$ cat src/rtl/core/assert_macros.svh
// Assertion macros shared by the timer RTL.
// Each macro expects a clock named i_clk and an active-low reset named i_rst_n in scope.
`ifndef ASSERT_MACROS_SVH
`define ASSERT_MACROS_SVH

// Check that a consequent holds in the same cycle as its antecedent.
`define MTT_ASSERT_IMP(label, ante, cons, msg) \
    label: assert property (@(posedge i_clk) disable iff (!i_rst_n) (ante) |-> (cons)) \
        else $error(msg);

// Check that a consequent holds in the cycle after its antecedent.
`define MTT_ASSERT_NEXT(label, ante, cons, msg) \
    label: assert property (@(posedge i_clk) disable iff (!i_rst_n) (ante) |=> (cons)) \
        else $error(msg);

`endif

$ cat src/rtl/core/mtt_pkg.sv
// Types and constants of the MIDI tempo tick timer.
// Used by midi_tempo_tick_timer_top; depends on nothing.
package mtt_pkg;

    localparam int unsigned CMD_W   = 4;
    localparam int unsigned DATA_W  = 32;
    localparam int unsigned TEMPO_W = 9;
    localparam int unsigned TB_W    = 10;
    localparam int unsigned PROD_W  = 19;
    localparam int unsigned SCALE_W = 23;

    localparam logic [CMD_W-1:0] CMD_TICK      = 4'd0;
    localparam logic [CMD_W-1:0] CMD_WAIT_REL  = 4'd1;
    localparam logic [CMD_W-1:0] CMD_WAIT_ABS  = 4'd2;
    localparam logic [CMD_W-1:0] CMD_START     = 4'd3;
    localparam logic [CMD_W-1:0] CMD_STOP      = 4'd4;
    localparam logic [CMD_W-1:0] CMD_CONTINUE  = 4'd5;
    localparam logic [CMD_W-1:0] CMD_TEMPO_EVT = 4'd6;
    localparam logic [CMD_W-1:0] CMD_TEMPO_CTL = 4'd7;
    localparam logic [CMD_W-1:0] CMD_ARM       = 4'd8;
    localparam logic [CMD_W-1:0] CMD_GET_RATE  = 4'd9;
    localparam logic [CMD_W-1:0] CMD_GET_TIME  = 4'd10;

    localparam logic [DATA_W-1:0]  USEC_PER_MIN    = 32'd60000000;
    localparam logic [DATA_W-1:0]  MIN_TEMPO       = 32'd8;
    localparam logic [DATA_W-1:0]  MAX_TEMPO_EVT   = 32'd360;
    localparam logic [DATA_W-1:0]  MAX_TEMPO_CTL   = 32'd250;
    localparam logic [TB_W-1:0]    MAX_TIMEBASE    = 10'd1000;
    localparam logic [TB_W-1:0]    RESET_TIMEBASE  = 10'd100;
    localparam logic [TEMPO_W-1:0] RESET_TEMPO     = 9'd60;
    localparam logic [DATA_W-1:0]  RATE_ROUND      = 32'd30;
    localparam logic [DATA_W-1:0]  SEC_PER_MIN     = 32'd60;

    typedef struct packed {
        logic [CMD_W-1:0]  cmd;
        logic [DATA_W-1:0] value;
    } t_in;

    typedef struct packed {
        logic              fired;
        logic              armed;
        logic [DATA_W-1:0] now_ticks;
        logic [DATA_W-1:0] reply;
    } t_out;

endpackage

$ cat src/rtl/core/midi_tempo_tick_timer_top.sv
// MIDI tempo tick timer: command channel in, one result per command out.
// Depends on mtt_pkg and assert_macros.svh.
//
// Usage
//   Each input transfer carries a command and a 32-bit value. Exactly one result
//   transfer follows each command: fired, armed, the current MIDI tick time, and
//   a reply word. The timebase register is written through i_cfg_we/i_cfg_data.
//   The user must write it only while the block is idle; the block itself does
//   not enforce this. A zero write is dropped, values above 1000 saturate.
//   Flow: one command is in flight at a time. Commands that need no arithmetic
//   go straight to the final state. A rate query runs the shared bit-serial
//   divider once; a tick while running, and a nonzero tempo change, run it twice
//   (scale, then MIDI ticks). The restoring divider takes 32 steps, one quotient
//   bit per cycle. The next command is taken in the cycle after the previous
//   result is posted, even while that result still waits in the output register.
//   Reset: stopped, timeline cleared, next event all ones, tempo 60, timebase 100.
//   Receiver stall: the result holds in the output register; a finished result
//   behind it waits in the final state, and no new command is taken meanwhile.
module midi_tempo_tick_timer_top #(
    parameter int unsigned TICK_RATE_HZ = 100
) (
    input  logic                   i_clk,
    input  logic                   i_rst_n,
    input  logic                   i_in_valid,
    output logic                   o_in_stall,
    input  mtt_pkg::t_in           i_in_data,
    output logic                   o_out_valid,
    input  logic                   i_out_stall,
    output mtt_pkg::t_out          o_out_data,
    input  logic                   i_cfg_we,
    input  logic [mtt_pkg::TB_W-1:0] i_cfg_data
);
    import mtt_pkg::*;

    // Microseconds per system tick, worked out at elaboration.
    localparam int unsigned USPT_I = 1000000 / TICK_RATE_HZ;
    localparam int unsigned USPT_W = $clog2(USPT_I + 1);
    localparam logic [USPT_W-1:0] USPT = USPT_I[USPT_W-1:0];

    localparam logic [2:0] ST_IDLE  = 3'd0;
    localparam logic [2:0] ST_SETUP = 3'd1;
    localparam logic [2:0] ST_DIV   = 3'd2;
    localparam logic [2:0] ST_USEC  = 3'd3;
    localparam logic [2:0] ST_LOAD  = 3'd4;
    localparam logic [2:0] ST_FIN   = 3'd5;

    localparam logic [1:0] PH_SCALE = 2'd0;
    localparam logic [1:0] PH_TICKS = 2'd1;
    localparam logic [1:0] PH_RATE  = 2'd2;

    localparam logic [4:0] DIV_LAST = 5'd31;

    logic [2:0]          r_state, n_state;
    logic [1:0]          r_phase;
    logic [CMD_W-1:0]    r_cmd;
    logic [DATA_W-1:0]   r_val;
    logic [DATA_W-1:0]   r_arg;     // tick count fed to the conversion

    // Timeline state
    logic                r_running, n_running;
    logic [DATA_W-1:0]   r_count, n_count;
    logic [DATA_W-1:0]   r_offset, n_offset;
    logic [DATA_W-1:0]   r_cur, n_cur;
    logic [DATA_W-1:0]   r_next, n_next;
    logic [DATA_W-1:0]   r_prev, n_prev;
    logic [TEMPO_W-1:0]  r_tempo, n_tempo;
    logic [TB_W-1:0]     r_tb;

    // Bit-serial divider
    logic [DATA_W-1:0]   r_dvd;     // dividend shifts out, quotient shifts in
    logic [DATA_W-1:0]   r_rem;
    logic [DATA_W-1:0]   r_dvs;
    logic [4:0]          r_dcnt;
    logic [SCALE_W-1:0]  r_scale;

    logic                r_ovalid;
    t_out                r_out, n_out;

    logic                in_xfer, out_free, need_calc, calc_rate;
    logic [DATA_W:0]     rem_sh;
    logic                ge;
    logic [PROD_W-1:0]   prod;
    logic [DATA_W-1:0]   quo;

    assign o_in_stall  = (r_state != ST_IDLE);
    assign o_out_valid = r_ovalid;
    assign o_out_data  = r_out;
    assign in_xfer     = i_in_valid && !o_in_stall;
    assign out_free    = !r_ovalid || !i_out_stall;

    assign calc_rate = (i_in_data.cmd == CMD_GET_RATE) && (i_in_data.value == '0);
    assign need_calc = ((i_in_data.cmd == CMD_TICK) && r_running)
                    || (((i_in_data.cmd == CMD_TEMPO_EVT) || (i_in_data.cmd == CMD_TEMPO_CTL))
                        && (i_in_data.value != '0))
                    || calc_rate;

    // One restoring step: shift in the next dividend bit, subtract if it fits.
    assign rem_sh = {r_rem, r_dvd[DATA_W-1]};
    assign ge     = (rem_sh >= {1'b0, r_dvs});
    assign quo    = {r_dvd[DATA_W-2:0], ge};
    assign prod   = PROD_W'(r_tempo) * PROD_W'(r_tb);

    always_comb begin
        n_state = r_state;
        unique case (r_state)
            ST_IDLE:  if (in_xfer) n_state = need_calc ? ST_SETUP : ST_FIN;
            ST_SETUP: n_state = ST_DIV;
            ST_DIV: begin
                if (r_dcnt == DIV_LAST) n_state = (r_phase == PH_SCALE) ? ST_USEC : ST_FIN;
            end
            ST_USEC:  n_state = ST_LOAD;
            ST_LOAD:  n_state = ST_DIV;
            ST_FIN:   if (out_free) n_state = ST_IDLE;
            default:  n_state = ST_IDLE;
        endcase
    end

    // Apply one command to the timeline; r_dvd holds the conversion result.
    always_comb begin
        logic [DATA_W-1:0] tgt;
        logic [DATA_W-1:0] tnew;
        n_running = r_running;
        n_count   = r_count;
        n_offset  = r_offset;
        n_cur     = r_cur;
        n_next    = r_next;
        n_prev    = r_prev;
        n_tempo   = r_tempo;
        n_out     = '0;
        tgt       = '0;
        tnew      = '0;
        case (r_cmd)
            CMD_TICK: begin
                if (r_running) begin
                    n_count = r_arg;
                    n_cur   = r_offset + r_dvd;
                    if (n_cur >= r_next) begin
                        n_next      = '1;
                        n_out.fired = 1'b1;
                    end
                end
            end
            CMD_WAIT_REL, CMD_WAIT_ABS: begin
                tgt = (r_cmd == CMD_WAIT_REL) ? r_val + r_prev : r_val;
                if ((tgt != '0) && (tgt > r_cur)) begin
                    n_next      = tgt;
                    n_prev      = tgt;
                    n_out.armed = 1'b1;
                end
            end
            CMD_START: begin
                n_count   = '0;
                n_offset  = '0;
                n_cur     = '0;
                n_next    = '1;
                n_prev    = '0;
                n_running = 1'b1;
            end
            CMD_STOP:     n_running = 1'b0;
            CMD_CONTINUE: n_running = 1'b1;
            CMD_TEMPO_EVT: begin
                if (r_val != '0) begin
                    if (r_val < MIN_TEMPO) tnew = MIN_TEMPO;
                    else if (r_val > MAX_TEMPO_EVT) tnew = MAX_TEMPO_EVT;
                    else tnew = r_val;
                    n_offset = r_offset + r_dvd;
                    n_count  = '0;
                    n_tempo  = tnew[TEMPO_W-1:0];
                end
            end
            CMD_TEMPO_CTL: begin
                if (r_val != '0) begin
                    if (r_val[DATA_W-1] || (r_val < MIN_TEMPO)) tnew = MIN_TEMPO;
                    else if (r_val > MAX_TEMPO_CTL) tnew = MAX_TEMPO_CTL;
                    else tnew = r_val;
                    n_offset = r_offset + r_dvd;
                    n_count  = '0;
                    n_tempo  = tnew[TEMPO_W-1:0];
                end
                n_out.reply = DATA_W'(n_tempo);
            end
            CMD_ARM: begin
                if (r_val[DATA_W-1]) begin
                    n_next = r_cur + 1'b1;
                    n_prev = r_cur + 1'b1;
                end else if (r_val > r_cur) begin
                    n_next = r_val;
                    n_prev = r_val;
                end
            end
            CMD_GET_RATE: if (r_val == '0) n_out.reply = r_dvd;
            CMD_GET_TIME: n_out.reply = r_cur;
            default: ;
        endcase
        n_out.now_ticks = n_cur;
    end

    always_ff @(posedge i_clk) begin
        if (!i_rst_n) begin
            r_state   <= ST_IDLE;
            r_ovalid  <= 1'b0;
            r_running <= 1'b0;
            r_count   <= '0;
            r_offset  <= '0;
            r_cur     <= '0;
            r_next    <= '1;
            r_prev    <= '0;
            r_tempo   <= RESET_TEMPO;
            r_tb      <= RESET_TIMEBASE;
        end else begin
            r_state <= n_state;
            if (r_ovalid && !i_out_stall && (r_state != ST_FIN)) r_ovalid <= 1'b0;
            if (i_cfg_we && (i_cfg_data != '0)) begin
                r_tb <= (i_cfg_data > MAX_TIMEBASE) ? MAX_TIMEBASE : i_cfg_data;
            end
            if ((r_state == ST_FIN) && out_free) begin
                r_ovalid  <= 1'b1;
                r_running <= n_running;
                r_count   <= n_count;
                r_offset  <= n_offset;
                r_cur     <= n_cur;
                r_next    <= n_next;
                r_prev    <= n_prev;
                r_tempo   <= n_tempo;
            end
        end
    end

    // Payload and datapath registers, no reset needed.
    always_ff @(posedge i_clk) begin
        if (in_xfer) begin
            r_cmd   <= i_in_data.cmd;
            r_val   <= i_in_data.value;
            r_arg   <= (i_in_data.cmd == CMD_TICK) ? r_count + 1'b1 : r_count;
            r_phase <= calc_rate ? PH_RATE : PH_SCALE;
        end
        unique case (r_state)
            ST_SETUP: begin
                // Load the first division: the scale, or the rate query.
                r_rem  <= '0;
                r_dcnt <= '0;
                if (r_phase == PH_RATE) begin
                    r_dvd <= DATA_W'(prod) + RATE_ROUND;
                    r_dvs <= SEC_PER_MIN;
                end else begin
                    r_dvd <= USEC_PER_MIN;
                    r_dvs <= DATA_W'(prod);
                end
            end
            ST_DIV: begin
                r_rem  <= ge ? DATA_W'(rem_sh - {1'b0, r_dvs}) : rem_sh[DATA_W-1:0];
                r_dvd  <= quo;
                r_dcnt <= r_dcnt + 1'b1;
            end
            ST_USEC: begin
                // Hold the scale, form the elapsed microseconds (wrapping).
                r_scale <= r_dvd[SCALE_W-1:0];
                r_dvd   <= DATA_W'(r_arg * DATA_W'(USPT));
            end
            ST_LOAD: begin
                r_dvd   <= r_dvd + DATA_W'(r_scale >> 1);
                r_dvs   <= DATA_W'(r_scale);
                r_rem   <= '0;
                r_dcnt  <= '0;
                r_phase <= PH_TICKS;
            end
            ST_FIN: if (out_free) r_out <= n_out;
            default: ;
        endcase
    end

`include "assert_macros.svh"

    `MTT_ASSERT_NEXT(a_take_goes_busy, in_xfer, r_state != ST_IDLE, "accepted command left block idle")
    `MTT_ASSERT_IMP(a_tempo_range, 1'b1, (r_tempo >= 9'd8) && (r_tempo <= 9'd360), "tempo out of range")
    `MTT_ASSERT_IMP(a_tb_range, 1'b1, (r_tb != '0) && (r_tb <= MAX_TIMEBASE), "timebase out of range")
    `MTT_ASSERT_NEXT(a_div_ends, (r_state == ST_DIV) && (r_dcnt == DIV_LAST), (r_state == ST_USEC) || (r_state == ST_FIN), "divider overran")
    `MTT_ASSERT_NEXT(a_post_result, (r_state == ST_FIN) && out_free, r_ovalid && (r_state == ST_IDLE), "result not posted")

endmodule

$ cat config.mk
export PLATFORM = sky130hd
export DESIGN_NAME = midi_tempo_tick_timer_top
export DESIGN_NICKNAME = d
export VERILOG_FILES = /design/src/rtl/core/mtt_pkg.sv /design/src/rtl/core/midi_tempo_tick_timer_top.sv
export VERILOG_INCLUDE_DIRS = /design/src /design/src/rtl/core
export SDC_FILE = /design/constraint.sdc
export NUM_CORES = 2
export LEC_CHECK = 0
export BUFFER_PORTS_ARGS = -buffer_cell sky130_fd_sc_hd__buf_2
export CAP_MARGIN = 0
export CORE_UTILIZATION = 64
export DETAILED_ROUTE_END_ITERATION = 8
export GPL_TIMING_DRIVEN = 0
export PLACE_DENSITY = 0.82
export SLEW_MARGIN = 20
export SYNTH_ARGS = -nofsm -noshare
export SYNTH_HDL_FRONTEND = slang
export SYNTH_SLANG_ARGS = --single-unit
$ cat constraint.sdc
create_clock -name i_clk -period 7.9 [get_ports i_clk]
set_input_delay 0.395 -clock i_clk [delete_from_list [all_inputs] [get_ports i_clk]]
set_output_delay 0.395 -clock i_clk [all_outputs]
set_load 0.02 [all_outputs]
After elaboration in Yosys (flattened, before gate mapping)
Cells that the tools add are included.
{ "classes": {"add_sub_neg": 8, "mul": 2, "magnitude_cmp": 8, "n_eq_ne": 30, "mux": 45, "reduce_logical": 51} }
{ "op_table": {"columns": ["cell", "n"], "rows": [
  ["32-bit two-way mux", 13],
  ["32-bit one-hot mux with 3 select lines", 3],
  ["32-bit one-hot mux with 2 select lines", 4],
  ["32-bit one-hot mux with 4 select lines", 2],
  ["32-bit nonzero test", 3],
  ["32-bit by 1-bit adder with 32-bit output, second input constant", 2],
  ["32-bit adder", 2],
  ["32-bit > comparator", 2],
  ["32-bit zero test", 2],
  ["9-bit two-way mux", 6],
  ["33-bit by 32-bit >= comparator with 1-bit output", 1],
  ["32-bit by 22-bit adder with 32-bit output", 1],
  ["32-bit >= comparator", 1],
  ["32-bit by 8-bit > comparator with 1-bit output, second input constant", 1],
  ["32-bit by 9-bit > comparator with 1-bit output, second input constant", 1],
  ["32-bit by 4-bit less-than comparator with 1-bit output, second input constant", 1],
  ["32-bit by 10-bit multiplier with 28-bit output, second input constant", 1],
  ["32-bit subtractor", 1],
  ["26-bit two-way mux", 1],
  ["4-bit by 3-bit == test with 1-bit output, second input constant", 6],
  ["19-bit by 5-bit adder with 20-bit output, second input constant", 1],
  ["9-bit by 10-bit multiplier with 19-bit output", 1],
  ["19-bit two-way mux", 1],
  ["9-bit one-hot mux with 2 select lines", 1],
  ["35 further kinds", 86]
]} }
{ "totals": {"ff_bits": 444, "input_bits": 51, "output_inout_bits": 68, "elab_cells": 167} }

Depth between registers and ports, before layout
{ "logic_depth": {"depth_word": 8, "mapped_depth": 26, "ltp_nobuf": 24} }

Worst setup path before layout
Ideal clock, no wire load.
{ "synth_path": {"path_type": "register -> register", "from": "reg r_tempo[2]", "to": "reg r_dvd[19] (data pin)", "setup_time_ps": 135, "t_arrival_ps": 5330, "required_time_ps": 7765, "path_slack_ps": 2435, "path_stages_with_launch": 22, "path_buffers": 1, "synth_period_minus_slack_ps": 5465, "cell_sequence": "dfxtp_1 > clkbuf_1 > nand2_1 > fa_1 > inv_1 > fa_1 > ha_1 > inv_1 > fa_1 > inv_1 > ha_1 > a21o_1 > a21oi_1 > o21bai_1 > a21oi_1 > o21ai_0 > a2111oi_0 > nor2_1 > xor2_1 > nand4_1 > or4_1 > nand3_1"} }
{ "synth_via": {"elab_chain_len": 4} }
{ "synth_rtl": {"columns": ["item", "line_no", "text"], "rows": [
  ["start: declaration", "midi_tempo_tick_timer_top.sv:66", "logic [TEMPO_W-1:0] r_tempo, n_tempo;"],
  ["start signal: assignment", "midi_tempo_tick_timer_top.sv:224", "r_tempo <= n_tempo;"],
  ["9-bit by 10-bit multiplier with 19-bit output", "midi_tempo_tick_timer_top.sv:101", "assign prod = PROD_W'(r_tempo) * PROD_W'(r_tb);"],
  ["19-bit by 5-bit adder with 20-bit output", "midi_tempo_tick_timer_top.sv:243", "r_dvd <= DATA_W'(prod) + RATE_ROUND;"],
  ["26-bit two-way mux", "midi_tempo_tick_timer_top.sv:242", "if (r_phase == PH_RATE) begin"],
  ["32-bit one-hot mux with 4 select lines", "midi_tempo_tick_timer_top.sv:237", "unique case (r_state)"],
  ["end signal: assignment", "midi_tempo_tick_timer_top.sv:243", null],
  ["end signal: assignment", "midi_tempo_tick_timer_top.sv:252", "r_dvd <= quo;"],
  ["end signal: assignment", "midi_tempo_tick_timer_top.sv:258", "r_dvd <= DATA_W'(r_arg * DATA_W'(USPT));"],
  ["end: declaration", "midi_tempo_tick_timer_top.sv:70", "logic [DATA_W-1:0] r_dvd;"]
]} }
Every way passes these cells.
A chain may end at the register's enable or synchronous reset.

Final worst setup path
{ "layout_path": {"from": "reg r_cmd[0]", "to": "reg r_prev[27]"} }
{ "layout_via": {"elab_chain_len": 6, "elab_cells_between_ends": 15, "classes_between": "order compare: 1; eq/ne: 6; mux: 3; reduce/logical: 5"} }
{ "layout_rtl": {"columns": ["item", "line_no", "text"], "rows": [
  ["start: declaration", "midi_tempo_tick_timer_top.sv:55", "logic [CMD_W-1:0] r_cmd;"],
  ["start signal: assignment", "midi_tempo_tick_timer_top.sv:232", "r_cmd <= i_in_data.cmd;"],
  ["4-bit by 1-bit == test with 1-bit output", "midi_tempo_tick_timer_top.sv:132, midi_tempo_tick_timer_top.sv:144", null],
  ["32-bit two-way mux", "midi_tempo_tick_timer_top.sv:144", "tgt = (r_cmd == CMD_WAIT_REL) ? r_val + r_prev : r_val;"],
  ["32-bit > comparator / 32-bit nonzero test (equally long branches)", "midi_tempo_tick_timer_top.sv:145", "if ((tgt != '0) && (tgt > r_cur)) begin"],
  ["1-bit logical AND", "midi_tempo_tick_timer_top.sv:145", null],
  ["2-bit != test (no line)", null, null],
  ["4-bit AND reduction (no line)", null, null],
  ["end signal: assignment", "midi_tempo_tick_timer_top.sv:223", "r_prev <= n_prev;"],
  ["end: declaration", "midi_tempo_tick_timer_top.sv:65", "logic [DATA_W-1:0] r_prev, n_prev;"]
]} }
Several ways; a longest one is shown, not always the timed one. The select of a mux whose other input is x is not followed.

==> results.ini <==
[outcome]
status=complete, but fails checks
violations=negative setup slack

[floorplan]
core_area_um2=51700
start_util=0.654
die_h_um=232
num_rows=83
ios=119
die_area_um2=53700
die_width_um=232

[timing]
worst_slew_pin_slew_ns=1.20
rsz0062_at_grt=no
clock_skew_ns=0.0200
report.final.slew_viol_count=0
relSlewSlack=0.194
setup_violations=3
fin_ws_ns=-0.0528
hold_viol=0
finalHoldWorstSlack_ns=0.0179
setup_tns_ns=-0.0816
timing.final.crit_share=1.01
finalCriticalPeriod_ns=7.95
timing.fmax_mhz=126

[power_and_ir_drop]
p_int_mw=8.52
p_switching_mw=7.64
combPwrFrac=0.630
swShare=0.473
power_density_nw_per_um2=432
sequentialPowerShare=0.224
power.leakage_nw=16.3
p_clk_frac=0.146
peakVddDrop_uv=506

[clock_tree]
htreeDepth=2
cts_tree=yes
numCtsBuffers=48
clock-sinks=427
clock_tree.buffer_depth=3
clk_latency_ns=0.60
path_clk_slew_ns=0.06
cts-root-buf=clkbuf_16

[global_route]
grt_use_total=0.421
grt_first_pass_wirelength_um=171000
grt_antenna_before_repair=5
grt_pass1_vias=28824
grt_max_degree=49
grt_overflow_total=0

[logic_synthesis]
syn_area_per_cell_um2=8.86
syn_inst=3815
yosysWarningCount=0
synthesis.nets=4301
ys.flop_type=edfxtp_1
ys_ff_latch=427
ys_seq_area_frac=0.325
synth_cell_types=92
netlist_top_cells_count=414 x inv_1, 375 x nand2_1, 316 x ha_1
synth_edf_count=245
synthArstFlopShare=0
yosys-top-cells-area=edfxtp_1 22%, ha_1 12%, dfxtp_1 11%, fa_1 7.0%, inv_1 4.6%
synth_top_area_frac=0.218
syn_area_um2=33800
yosysMostFrequentCell=inv_1
yosys.area.top_type=edfxtp_1

[hold_path]
min_from=i_in_data[17]
hold_path.class=in -> reg
min_path_cells=1
worstHoldEndpoint=r_val[17]$_DFFE_PP_

[placed_design]
dpl.hpwl_um=88900
port-buffer-count=117
place_congestion=1.02
dpl-instance-area_um2=35500

[setup_path]
cp.required_ns=8.43
r2r_start=r_cmd[0]$_DFFE_PP_
rr_endpoint=r_prev[27]$_SDFFE_PN0P_
ff2ff_path_depth=24
r2r_slack_ns=-0.05
cp_max_fo=10
critPathLaunchType=flip-flop
arrival_ns=8.49
setup.worst_path.end_class=flip-flop
crit_type=reg -> reg

[routing]
ant_nets=0
wl_met2_um=47000
drt_iter0_drc=4071
wl_per_cell_um=24.1
dr_wl_met3_um=16400
vias=31251
drt_wl_total_um=114000
firstDrtPassIters=9
dr.max_layer_used=met5
avgViaCountPerCell=6.59
drc=0
wl_met1_um=46600

[finish]
drive_gt1_frac=0.0757
nets=4506
finish.utilization=0.723
syn_to_final_growth_pct=10.7
final_area_um2=37400

[flow_run]
cap_violations=0

## cell type report
cell class,count,area (um2)
Clock buffer,59,1330
Clock inverter,29,322
Tap cell,680,851
Buffer,178,713
Sequential cell,427,11000
Inverter,417,1570
Fill cell,3992,14300
Timing Repair Buffer,155,1030
Antenna cell,1,2.50
Multi-Input combinational cell,2793,20600
## timing repair
item,CTS,global route
gates resized for setup,2,4
hold endpoints to repair,29,0
setup endpoints to repair,13,65
hold buffers,29,0
buffers inserted,0,0
## kinds of logic (layout without fill, tap and decap cells)
kind of cell	after synthesis	count (layout)	share of synthesized area
other	0	1	0
AND/OR/NAND/NOR	1166	1166	0.166
multiplexers	29	29	0.00885
adder cells (fa/ha/maj)	435	435	0.187
XOR/XNOR	198	198	0.0513
AO/OA/AOI/OAI	965	965	0.194
buffers and inverters	595	838	0.0673
flip-flops	427	427	0.325
## stage by stage
stage | setup slack [ns] | power, mW | std cells
floorplan | 2.43 | 10.9 | 3815
global placement | -0.0740 | 13.2 | 4612
detailed placement | -0.0892 | 13.5 | 4621
CTS | 0.160 | 16.0 | 4738
global route | 0.114 | 17.4 | 4738
finish | -0.0528 | 16.2 | 4739
## cell usage in the layout, fill, tap and decap left out, types with 16 or more instances in the layout
cell type,netlist,final
a21oi_1,244,244
mux2i_1,22,22
o221ai_1,18,18
o21ai_0,132,131
edfxtp_1,245,245
nand2_1,375,375
xor2_1,58,58
xnor2_1,140,140
nor2_1,234,233
ha_1,316,316
a21o_1,92,92
and2_1,77,77
a31oi_1,37,36
dlygate4sd3_1,0,29
o211ai_1,41,41
o21a_1,27,27
nor2b_1,32,31
nand4_1,58,58
inv_1,414,412
or3_1,25,25
o22ai_1,16,16
o21bai_1,20,20
a211oi_1,75,75
nand3_1,146,146
nor4_1,23,22
dfxtp_1,182,182
and3_1,42,42
buf_2,21,140
a22oi_1,62,62
fa_1,119,119
nor3_1,71,68
clkbuf_1,145,148
clkbuf_16,0,50
nand2b_1,28,28
a22o_1,33,33
## per-layer routing
layer | up-vias | track usage
met1 | 14934 | 0.596
li1 | 14047 | -
met2 | 1981 | 0.601
met4 | 4 | 0.139
met5 | - | 0
met3 | 285 | 0.138
## how the worst max path moves through the flow
stage,from,slack [ns],end,cells past startpoint
finish,r_cmd[0]$_DFFE_PP_,-0.05,r_prev[27]$_SDFFE_PN0P_,24
floorplan,r_tempo[2]$_SDFFE_PN1P_,2.43,r_dvd[19]$_DFFE_PP_,21
global route,r_cmd[0]$_DFFE_PP_,0.11,r_next[12]$_SDFFE_PN1P_,23
global placement,r_cmd[0]$_DFFE_PP_,-0.07,r_next[19]$_SDFFE_PN1P_,23
detailed placement,r_cmd[0]$_DFFE_PP_,-0.09,r_next[19]$_SDFFE_PN1P_,23
CTS,r_cmd[0]$_DFFE_PP_,0.16,r_prev[27]$_SDFFE_PN0P_,23
## power by group through the flow
stage	clock [mW]	combinational (mW)	sequential, mW
floorplan	0	7.50	3.42
global placement	0	9.53	3.67
detailed placement	0	9.91	3.63
CTS	2.36	10.0	3.59
global route	2.44	11.3	3.65
finish	2.36	10.2	3.62
## critical path, cell delays in order, from the launching register on
cell and delay (ns):
edfxtp_1 0.37, buf_2 0.20, or4b_1 0.33, clkbuf_1 0.30, buf_2 0.38, clkbuf_1 0.50, buf_2 0.35, clkbuf_1 0.52
clkbuf_2 0.42, nor2_1 0.10, a21oi_1 0.38, inv_1 0.09, ha_1 0.30, nand4_1 0.09, nor2_1 0.12, nand4_1 0.34
o2111ai_1 0.42, a31oi_2 0.58, nor2_1 0.18, nor2_2 0.42, inv_1 0.09, a31oi_1 0.40, buf_2 0.39, o21bai_2 0.27
o2bb2a_1 0.33
## flip-flops by register name, indices dropped and copies added (netlist names), 32 cells and up
name,flops
o_out_data,66
r_prev,32
r_next,32
r_cur,32
r_dvd,32
r_rem,32
r_val,32
r_offset,32
No activity file was read; power rests on OpenSTA's default activity.
